### src/design/wbrp_pkg.sv
package wbrp_pkg;

  // Header layout.
  localparam int unsigned HEADER_BYTES = 12;
  localparam int unsigned SEQ_BYTES    = 8;

  // Parse phases; each phase value doubles as the role code of its bytes.
  localparam logic [2:0] PH_HEADER  = 3'd0;
  localparam logic [2:0] PH_TAG     = 3'd1;
  localparam logic [2:0] PH_KLEN    = 3'd2;
  localparam logic [2:0] PH_KEY     = 3'd3;
  localparam logic [2:0] PH_VLEN    = 3'd4;
  localparam logic [2:0] PH_VAL     = 3'd5;
  localparam logic [2:0] PH_DISCARD = 3'd6;

  // Batch status codes.
  localparam logic [2:0] ST_OK     = 3'd0;
  localparam logic [2:0] ST_SMALL  = 3'd1;
  localparam logic [2:0] ST_BADPUT = 3'd2;
  localparam logic [2:0] ST_BADDEL = 3'd3;
  localparam logic [2:0] ST_BADTAG = 3'd4;
  localparam logic [2:0] ST_COUNT  = 3'd5;

  // Configuration register indexes.
  localparam logic [7:0] CFG_PUT_TAG    = 8'd0;
  localparam logic [7:0] CFG_DELETE_TAG = 8'd1;

  // Record kinds.
  localparam logic OP_PUT    = 1'b0;
  localparam logic OP_DELETE = 1'b1;

  typedef struct packed {
    logic [7:0] data_byte;
    logic       last_byte;
  } in_beat_t;

  typedef struct packed {
    logic [7:0]  data_out;
    logic [2:0]  byte_role;
    logic        record_op;
    logic        field_end;
    logic        record_end;
    logic [63:0] record_seq;
    logic        done_res;
    logic [2:0]  status;
  } out_beat_t;

  // Classified byte handed from the front to the back through the queue.
  typedef struct packed {
    logic [7:0] data_byte;
    logic       last_byte;
    logic       is_put;
    logic       is_del;
  } cls_t;

endpackage

### src/design/write_batch_record_parser_top.sv
// Channel | Direction | Signals                        | Beat
// --------+-----------+--------------------------------+-----------------------------
// in      | input     | in_valid, in_ready, in_data    | one batch byte, last flag
// out     | output    | out_valid, out_ready, out_data | role, marks, sequence, status
// cfg     | input     | cfg_valid, cfg_ready, cfg_index, cfg_data | one tag register
//
// One byte per cycle sustained while out is ready; a byte enters the queue when accepted,
// and the parse step loads its result into the output register when it leaves the queue.
// While out is stalled the queue takes up to QUEUE_DEPTH more beats before in_ready drops.
// Reset is synchronous: tags return to put 1 and delete 0, the parser to the header.
// The cfg port is always ready; a write takes effect on the next cycle.
module write_batch_record_parser_top #(
  parameter int unsigned QUEUE_DEPTH = 2
) (
  input  logic                clk,
  input  logic                rst,
  input  logic                in_valid,
  output logic                in_ready,
  input  wbrp_pkg::in_beat_t  in_data,
  output logic                out_valid,
  input  logic                out_ready,
  output wbrp_pkg::out_beat_t out_data,
  input  logic                cfg_valid,
  output logic                cfg_ready,
  input  logic [7:0]          cfg_index,
  input  logic [7:0]          cfg_data
);

  localparam int unsigned CLS_W = $bits(wbrp_pkg::cls_t);

  logic           q_full;
  logic           q_push;
  wbrp_pkg::cls_t q_wr;
  logic           q_valid;
  logic           q_ready;
  wbrp_pkg::cls_t q_rd;

  // Front: tag registers and byte classification.
  wbrp_front u_front (
    .clk       (clk),
    .rst       (rst),
    .cfg_valid (cfg_valid),
    .cfg_ready (cfg_ready),
    .cfg_index (cfg_index),
    .cfg_data  (cfg_data),
    .in_valid  (in_valid),
    .in_ready  (in_ready),
    .in_data   (in_data),
    .q_full    (q_full),
    .q_push    (q_push),
    .q_data    (q_wr)
  );

  // Queue between the two halves.
  wbrp_fifo #(
    .WIDTH (CLS_W),
    .DEPTH (QUEUE_DEPTH)
  ) u_fifo (
    .clk      (clk),
    .rst      (rst),
    .wr_valid (q_push),
    .wr_data  (q_wr),
    .full     (q_full),
    .rd_valid (q_valid),
    .rd_ready (q_ready),
    .rd_data  (q_rd)
  );

  // Back: batch parser and output register.
  wbrp_back u_back (
    .clk       (clk),
    .rst       (rst),
    .q_valid   (q_valid),
    .q_ready   (q_ready),
    .q_data    (q_rd),
    .out_valid (out_valid),
    .out_ready (out_ready),
    .out_data  (out_data)
  );

  // Status is only reported on the last byte.
  a_status_on_last: assert property (@(posedge clk) disable iff (rst)
    out_valid && !out_data.done_res |-> out_data.status == wbrp_pkg::ST_OK)
    else $error("status set on a byte that is not the last");

  // Every record end also closes a field.
  a_record_end_field: assert property (@(posedge clk) disable iff (rst)
    out_valid && out_data.record_end |-> out_data.field_end)
    else $error("record end without field end");

  // Header bytes carry no record information.
  a_header_clean: assert property (@(posedge clk) disable iff (rst)
    out_valid && out_data.byte_role == wbrp_pkg::PH_HEADER |->
      out_data.record_seq == 64'd0 && !out_data.record_op &&
      !out_data.field_end && !out_data.record_end)
    else $error("record marks on a header byte");

  // Reset empties the output register.
  a_reset_empty: assert property (@(posedge clk)
    rst |=> !out_valid)
    else $error("output valid right after reset");

endmodule

### src/design/wbrp_front.sv
module wbrp_front (
  input  logic              clk,
  input  logic              rst,
  input  logic              cfg_valid,
  output logic              cfg_ready,
  input  logic [7:0]        cfg_index,
  input  logic [7:0]        cfg_data,
  input  logic              in_valid,
  output logic              in_ready,
  input  wbrp_pkg::in_beat_t in_data,
  input  logic              q_full,
  output logic              q_push,
  output wbrp_pkg::cls_t    q_data
);

  logic [7:0] put_tag;
  logic [7:0] delete_tag;

  // Tag registers; a write lands in its register at the clock edge, so the port is always ready.
  assign cfg_ready = 1'b1;

  always_ff @(posedge clk) begin
    if (rst) begin
      put_tag    <= 8'd1;
      delete_tag <= 8'd0;
    end else if (cfg_valid) begin
      if (cfg_index == wbrp_pkg::CFG_PUT_TAG) begin
        put_tag <= cfg_data;
      end else if (cfg_index == wbrp_pkg::CFG_DELETE_TAG) begin
        delete_tag <= cfg_data;
      end
    end
  end

  // A beat enters whenever the queue has room.
  assign in_ready = !q_full;
  assign q_push   = in_valid && !q_full;

  // Tag matches are worked out here; a put match wins over a delete match.
  always_comb begin
    q_data.data_byte = in_data.data_byte;
    q_data.last_byte = in_data.last_byte;
    q_data.is_put    = (in_data.data_byte == put_tag);
    q_data.is_del    = (in_data.data_byte == delete_tag) &&
                       (in_data.data_byte != put_tag);
  end

endmodule

### src/design/wbrp_fifo.sv
module wbrp_fifo #(
  parameter int unsigned WIDTH = 8,
  parameter int unsigned DEPTH = 2
) (
  input  logic             clk,
  input  logic             rst,
  input  logic             wr_valid,
  input  logic [WIDTH-1:0] wr_data,
  output logic             full,
  output logic             rd_valid,
  input  logic             rd_ready,
  output logic [WIDTH-1:0] rd_data
);

  localparam int unsigned PW = (DEPTH > 1) ? $clog2(DEPTH) : 1;
  localparam int unsigned CW = $clog2(DEPTH + 1);
  localparam logic [PW-1:0] LAST_PTR = PW'(DEPTH - 1);
  localparam logic [CW-1:0] FULL_CNT = CW'(DEPTH);

  logic [WIDTH-1:0] mem [DEPTH];
  logic [PW-1:0]    wr_ptr;
  logic [PW-1:0]    rd_ptr;
  logic [CW-1:0]    count;
  logic             do_wr;
  logic             do_rd;

  assign full     = (count == FULL_CNT);
  assign rd_valid = (count != '0);
  assign rd_data  = mem[rd_ptr];
  assign do_wr    = wr_valid && !full;
  assign do_rd    = rd_valid && rd_ready;

  // Storage; entries need no reset.
  always_ff @(posedge clk) begin
    if (do_wr) begin
      mem[wr_ptr] <= wr_data;
    end
  end

  // Pointers and fill count.
  always_ff @(posedge clk) begin
    if (rst) begin
      wr_ptr <= '0;
      rd_ptr <= '0;
      count  <= '0;
    end else begin
      if (do_wr) begin
        wr_ptr <= (wr_ptr == LAST_PTR) ? '0 : wr_ptr + PW'(1);
      end
      if (do_rd) begin
        rd_ptr <= (rd_ptr == LAST_PTR) ? '0 : rd_ptr + PW'(1);
      end
      if (do_wr && !do_rd) begin
        count <= count + CW'(1);
      end else if (do_rd && !do_wr) begin
        count <= count - CW'(1);
      end
    end
  end

endmodule

### src/design/wbrp_back.sv
module wbrp_back (
  input  logic               clk,
  input  logic               rst,
  input  logic               q_valid,
  output logic               q_ready,
  input  wbrp_pkg::cls_t     q_data,
  output logic               out_valid,
  input  logic               out_ready,
  output wbrp_pkg::out_beat_t out_data
);

  // Parser state.
  logic [2:0]  phase,     phase_next;
  logic [3:0]  hdr_idx,   hdr_idx_next;
  logic [63:0] base_seq,  base_seq_next;
  logic [31:0] decl_count, decl_count_next;
  logic [31:0] rec_count, rec_count_next;
  logic [31:0] vacc,      vacc_next;
  logic [2:0]  vbytes,    vbytes_next;
  logic [31:0] remain,    remain_next;
  logic        cur_op,    cur_op_next;
  logic [2:0]  err_code,  err_code_next;
  logic [63:0] cur_seq,   cur_seq_next;

  logic                take;
  logic [7:0]          b;
  logic                is_key;
  logic                fin;
  logic                in_rec;
  logic [38:0]         shifted;
  logic [31:0]         vacc_or;
  wbrp_pkg::out_beat_t beat;

  assign b       = q_data.data_byte;
  assign q_ready = !out_valid || out_ready;
  assign take    = q_valid && q_ready;
  assign is_key  = (phase == wbrp_pkg::PH_KLEN) || (phase == wbrp_pkg::PH_KEY);

  // Varint payload bits placed at their group position.
  assign shifted = 39'(b[6:0]) << (6'(vbytes) * 6'd7);
  assign vacc_or = vacc | shifted[31:0];

  // Per-byte parse step.
  always_comb begin
    phase_next      = phase;
    hdr_idx_next    = hdr_idx;
    base_seq_next   = base_seq;
    decl_count_next = decl_count;
    rec_count_next  = rec_count;
    vacc_next       = vacc;
    vbytes_next     = vbytes;
    remain_next     = remain;
    cur_op_next     = cur_op;
    err_code_next   = err_code;
    cur_seq_next    = cur_seq;
    fin             = 1'b0;
    in_rec          = 1'b0;
    beat            = '0;
    beat.data_out   = b;
    beat.byte_role  = wbrp_pkg::PH_DISCARD;
    beat.done_res   = q_data.last_byte;

    unique case (phase)
      wbrp_pkg::PH_HEADER: begin
        beat.byte_role = wbrp_pkg::PH_HEADER;
        if (hdr_idx < 4'(wbrp_pkg::SEQ_BYTES)) begin
          base_seq_next[{hdr_idx[2:0], 3'b000} +: 8] = b;
        end else if (hdr_idx < 4'(wbrp_pkg::HEADER_BYTES)) begin
          decl_count_next[{hdr_idx[1:0], 3'b000} +: 8] = b;
        end
        hdr_idx_next = hdr_idx + 4'd1;
        if (hdr_idx_next >= 4'(wbrp_pkg::HEADER_BYTES)) begin
          phase_next = wbrp_pkg::PH_TAG;
        end
      end
      wbrp_pkg::PH_TAG: begin
        beat.byte_role  = wbrp_pkg::PH_TAG;
        rec_count_next  = rec_count + 32'd1;
        cur_seq_next    = base_seq + {32'd0, rec_count};
        beat.record_seq = cur_seq_next;
        vacc_next       = '0;
        vbytes_next     = '0;
        if (q_data.is_put) begin
          cur_op_next = wbrp_pkg::OP_PUT;
          phase_next  = wbrp_pkg::PH_KLEN;
          in_rec      = 1'b1;
        end else if (q_data.is_del) begin
          cur_op_next = wbrp_pkg::OP_DELETE;
          phase_next  = wbrp_pkg::PH_KLEN;
          in_rec      = 1'b1;
        end else begin
          cur_op_next   = wbrp_pkg::OP_PUT;
          err_code_next = wbrp_pkg::ST_BADTAG;
          phase_next    = wbrp_pkg::PH_DISCARD;
        end
      end
      wbrp_pkg::PH_KLEN, wbrp_pkg::PH_VLEN: begin
        beat.byte_role  = phase;
        beat.record_seq = cur_seq;
        in_rec          = 1'b1;
        vacc_next       = vacc_or;
        if (b[7]) begin
          if (vbytes >= 3'd4) begin
            err_code_next = cur_op ? wbrp_pkg::ST_BADDEL : wbrp_pkg::ST_BADPUT;
            phase_next    = wbrp_pkg::PH_DISCARD;
          end else begin
            vbytes_next = vbytes + 3'd1;
          end
        end else begin
          remain_next = vacc_or;
          if (vacc_or == 32'd0) begin
            fin = 1'b1;
          end else begin
            phase_next = is_key ? wbrp_pkg::PH_KEY : wbrp_pkg::PH_VAL;
          end
        end
      end
      wbrp_pkg::PH_KEY, wbrp_pkg::PH_VAL: begin
        beat.byte_role  = phase;
        beat.record_seq = cur_seq;
        in_rec          = 1'b1;
        remain_next     = remain - 32'd1;
        if (remain_next == 32'd0) begin
          fin = 1'b1;
        end
      end
      default: begin
        beat.byte_role = wbrp_pkg::PH_DISCARD;
      end
    endcase

    // A key or value has completed; a put key goes on to its value.
    if (fin) begin
      beat.field_end = 1'b1;
      vacc_next      = '0;
      vbytes_next    = '0;
      if (is_key && (cur_op == wbrp_pkg::OP_PUT)) begin
        phase_next = wbrp_pkg::PH_VLEN;
      end else begin
        beat.record_end = 1'b1;
        phase_next      = wbrp_pkg::PH_TAG;
      end
    end

    if (in_rec) begin
      beat.record_op = cur_op_next;
    end

    // Batch status on the last byte, then back to the start of a batch.
    if (q_data.last_byte) begin
      if (err_code_next != wbrp_pkg::ST_OK) begin
        beat.status = err_code_next;
      end else if (phase_next == wbrp_pkg::PH_HEADER) begin
        beat.status = wbrp_pkg::ST_SMALL;
      end else if (phase_next == wbrp_pkg::PH_TAG) begin
        beat.status = (rec_count_next == decl_count_next) ? wbrp_pkg::ST_OK
                                                          : wbrp_pkg::ST_COUNT;
      end else begin
        beat.status = cur_op_next ? wbrp_pkg::ST_BADDEL : wbrp_pkg::ST_BADPUT;
      end
      phase_next     = wbrp_pkg::PH_HEADER;
      hdr_idx_next   = '0;
      rec_count_next = '0;
      vacc_next      = '0;
      vbytes_next    = '0;
      remain_next    = '0;
      cur_op_next    = wbrp_pkg::OP_PUT;
      err_code_next  = wbrp_pkg::ST_OK;
    end
  end

  // Control state.
  always_ff @(posedge clk) begin
    if (rst) begin
      phase     <= wbrp_pkg::PH_HEADER;
      hdr_idx   <= '0;
      rec_count <= '0;
      vacc      <= '0;
      vbytes    <= '0;
      remain    <= '0;
      cur_op    <= wbrp_pkg::OP_PUT;
      err_code  <= wbrp_pkg::ST_OK;
    end else if (take) begin
      phase     <= phase_next;
      hdr_idx   <= hdr_idx_next;
      rec_count <= rec_count_next;
      vacc      <= vacc_next;
      vbytes    <= vbytes_next;
      remain    <= remain_next;
      cur_op    <= cur_op_next;
      err_code  <= err_code_next;
    end
  end

  // Header values and the record sequence are rewritten before they are used.
  always_ff @(posedge clk) begin
    if (take) begin
      base_seq   <= base_seq_next;
      decl_count <= decl_count_next;
      cur_seq    <= cur_seq_next;
    end
  end

  // Output register.
  always_ff @(posedge clk) begin
    if (rst) begin
      out_valid <= 1'b0;
    end else if (take) begin
      out_valid <= 1'b1;
    end else if (out_ready) begin
      out_valid <= 1'b0;
    end
  end

  always_ff @(posedge clk) begin
    if (take) begin
      out_data <= beat;
    end
  end

endmodule
### config.mk
export PLATFORM = sky130hd
export DESIGN_NAME = write_batch_record_parser_top
export DESIGN_NICKNAME = d
export VERILOG_FILES = /design/src/design/wbrp_pkg.sv /design/src/design/write_batch_record_parser_top.sv /design/src/design/wbrp_front.sv /design/src/design/wbrp_fifo.sv /design/src/design/wbrp_back.sv
export SDC_FILE = /design/constraint.sdc
export NUM_CORES = 1
export LEC_CHECK = 0
export BUFFER_PORTS_ARGS = -buffer_cell sky130_fd_sc_hd__buf_2
export CAP_MARGIN = 10
export CORE_MARGIN = 4
export CORE_UTILIZATION = 69
export CTS_BUF_LIST = sky130_fd_sc_hd__clkbuf_4 sky130_fd_sc_hd__clkbuf_8
export DETAILED_ROUTE_END_ITERATION = 8
export MAX_ROUTING_LAYER = met4
export PLACE_DENSITY = 0.89
export RECOVER_POWER = 50
export SETUP_SLACK_MARGIN = 0.15
export SLEW_MARGIN = 20
export SYNTH_ARGS = -nofsm -noshare
export SYNTH_HDL_FRONTEND = slang
export SYNTH_SLANG_ARGS = --single-unit
### constraint.sdc
create_clock -name clk -period 7.3 [get_ports clk]
set_input_delay 0 -clock clk [delete_from_list [all_inputs] [get_ports clk]]
set_output_delay 0 -clock clk [all_outputs]
set_load 0.1 [all_outputs]
==> impl_metrics.csv <==
group,metric,value,unit
status,status,"finished with violations",
status,violations,"design-rule violations, max-capacitance violations, max-slew violations",
floorplan,io_pins,115,
drt,wl,58590,um
place,dp.cells,2453,
floorplan,die_x,181.8,um
min_path,min_from,"cfg_index[4]",
synthesis,synth_cell_types,90,
clock_network,clk_pin_slew,70,ps
synthesis,ys_top_cells_by_area,"edfxtp_1, dfxtp_1, nor2_1",
setup_path,crit_top_cell,"a31oi_1",
min_path,holdPathEnd,"u_front.put_tag[3]",
power_and_ir_drop,cellPowerDensity,350.6,nW/um2
cells_and_area,area_growth,9.904,%
synthesis,ys_warn_count,0,
power_and_ir_drop,peakVddDrop,0.4817,mV
place,gp_congestion,0.9367,
clock_network,cts_buffers,66,
timing,final_max_slew_viol_count,208,
synthesis,synth_area,20840,um2
synthesis,async_flop_share,0,
setup_path,slowest_stage,"mux2i_1",
drt,firstDrtPassIters,8,
drt,via_count,17640,
clock_network,clockBufferDepth,3,
clock_network,htree_num_levels,3,
timing,fin_crit,5227,ps
setup_path,path_cells,"mux2i_1 > clkbuf_1 > inv_1 > nand4_1 > and2_1 > or4b_1 > a31oi_1 > a31oi_1 > a211o_1 > nor4_1 > o31ai_1",
setup_path,rrSetupSlack,2070,ps
clock_network,cts_setup_buffers,0,
synthesis,yosysSeqAreaShare,0.5071,
setup_path,slowest_delay,1040,ps
job,drv_cap,5,
clock_network,post_cts_resized,0,
grt,grt_pass1_vias,17090,
min_path,whs_path_depth,6,
timing,rsz0062_at_grt,"false",
setup_path,rr_worst_depth,11,
grt,grt_usage,0.3558,
synthesis,synth_fp_nets,2140,
synthesis,synth_edf_count,264,
clock_network,cts_tree,"built",
synthesis,ys.flop_type,"edfxtp_1",
drt,ant_nets,0,
setup_path,crit_type,"reg2reg",
setup_path,crit_path_end_kind,"register",
clock_network,root_buffer,"clkbuf_8",
synthesis,ys_ff_latch,396,
floorplan,die_area,33050,um2
clock_network,clk_latency,600,ps
grt,grt_pass1_wl,92000,um
power_and_ir_drop,p_leak,8.163,nW
synthesis,yosys.area.top_type,"edfxtp_1",
grt,grt_antenna_before_repair,0,
timing,fin_crit_sh,0.7160,
timing,slew-limit-headroom,-1.573,
drt,viasPerCell,6.801,
timing,setup_viol,0,
cells_and_area,fin_cells,2594,
floorplan,initial_core_util,0.7014,
timing,clock_skew,29.73,ps
setup_path,crit_arrival,5540,ps
clock_network,clkSinkCount,396,
drt,drc,1,
cells_and_area,insertedDiodeCount,0,
synthesis,synth_common_cells,"edfxtp_1, nor2_1, dfxtp_1, a21oi_1, nand2_1",
cells_and_area,layout.nets,2231,
place,portBuffers,113,
synthesis,netlist.area_leader.share,0.3803,
timing,fmax,0.1913,GHz
setup_path,r2r_end,"u_back.out_data[2]",
timing,hold_viol_final,0,
setup_path,cp_max_fo,22,
floorplan,die_height,181.8,um
setup_path,crit_buf_inv,2,
clock_network,cts_hold_buf,24,
timing,tightest_slew,3859,ps
setup_path,critPathRequiredTime,7610,ps
min_path,worstHoldPathType,"in2reg",
synthesis,syn_area_per_cell,10.10,um2
drt,routedWlPerCell,22.59,um
cells_and_area,drive_gt1_frac,0.08530,
setup_path,cp_top_family,"simple AND/OR/NAND/NOR gates",
grt,overflow,0,
place,place_hpwl,37450,um
drt,drt-initial-drc-count,2450,
floorplan,rows,63,
synthesis,syn_inst,2064,
grt,grt_max_degree,83,
timing,fin_tns_setup,0,ps
setup_path,startpoint_type,"register",
synthesis,synth_most_common_cell,"edfxtp_1",
floorplan,core,29720,um2
-- kinds of logic after synthesis --
logic type | share of synthesized area
adder cells (fa/ha/maj) | 0.02797
buffers and inverters | 0.04334
multiplexers | 0.02101
AO/OA/AOI/OAI | 0.1713
AND/OR/NAND/NOR | 0.1720
XOR/XNOR | 0.05709
flip-flops | 0.5071
other | 0.0001799
-- cells in the final DEF (no fill, tap or decap), types with 34 or more instances in the layout --
cell,count
inv_1,62
o21ai_0,110
xnor2_1,78
a21oi_1,125
nand4_1,36
nand3_1,45
nor2_1,237
dfxtp_1,132
clkbuf_1,104
edfxtp_1,264
xor2_1,50
a22o_1,63
ha_1,45
nor3_1,96
clkbuf_8,76
o21a_1,34
nand2_1,118
-- through the flow --
step	cell area, um2	total power, mW	hold slack, ps	setup slack, ps	utilization
6_report	22910	8.032	142.4	2073	0.7709
2_1_floorplan	20840	5.411	98.87	1871	-
4_1_cts	23090	8.046	53.43	2969	0.7770
5_1_grt	22910	8.326	188.6	1955	0.7709
3_3_place_gp	21510	6.000	199.9	3066	0.7239
3_5_place_dp	21510	6.061	210.5	2958	0.7239
-- state kept, by name, summed over array words and instances, names as in the netlist, 2 cells and up, named ones only --
name                flops
u_back.hdr_idx          4
u_fifo.mem             22
u_back.rec_count       32
u_front.delete_tag      8
u_back.decl_count      32
u_back.err_code         3
u_back.vbytes           3
u_back.cur_seq         64
u_back.remain          32
u_back.base_seq        64
u_fifo.count            2
u_back.vacc            32
u_front.put_tag         8
u_back.phase            3
u_back.out_data        82
-- power by group --
| part | total (mW) | leakage [nW] | switching [mW] | internal [mW] |
|---|---|---|---|---|
| Combinational | 3.10 | 4.09 | 2.57 | 0.523 |
| Clock | 2.00 | 0.703 | 0.901 | 1.10 |
| Sequential | 2.94 | 3.37 | 0.163 | 2.77 |
| Total | 8.03 | 8.16 | 3.64 | 4.39 |
-- worst max path at each step --
| stage | start | to | cells past startpoint |
|---|---|---|---|
| finish | register | u_back.out_data[2] | 11 |
| global route | register | u_back.out_data[2] | 11 |
| CTS | register | u_back.out_data[2] | 11 |
| detailed placement | register | u_back.out_data[2] | 11 |
| global placement | register | u_back.out_data[2] | 11 |
| floorplan | u_back.out_valid | u_back.rec_count[29] | 8 |
-- layer usage --
layer  vias to the layer above  routed length (um)  global-route usage
met5                         -                   0                   -
met1                      8432               22380              0.4577
met2                      1115               27860              0.5645
met3                       206                5989             0.06390
met4                         0                2359              0.1438
li1                       7889                   -                   -
-- cell type report --
cell class	count	area, um2
clock buffer	97	1204
clock inverter	20	133.9
multi-input combinational	1465	9429
sequential	396	10570
fill	1935	6809
tap	390	488.0
inverter	64	245.2
timing repair buffer	162	838.3
-- worst min-delay path, cell delays in order --
cell	delay [ps]
buf_2	80
nor4b_1	60
nand2_1	80
nor2_1	210
mux2i_1	180
nor2_1	80
(Power assumes the default switching activity.)
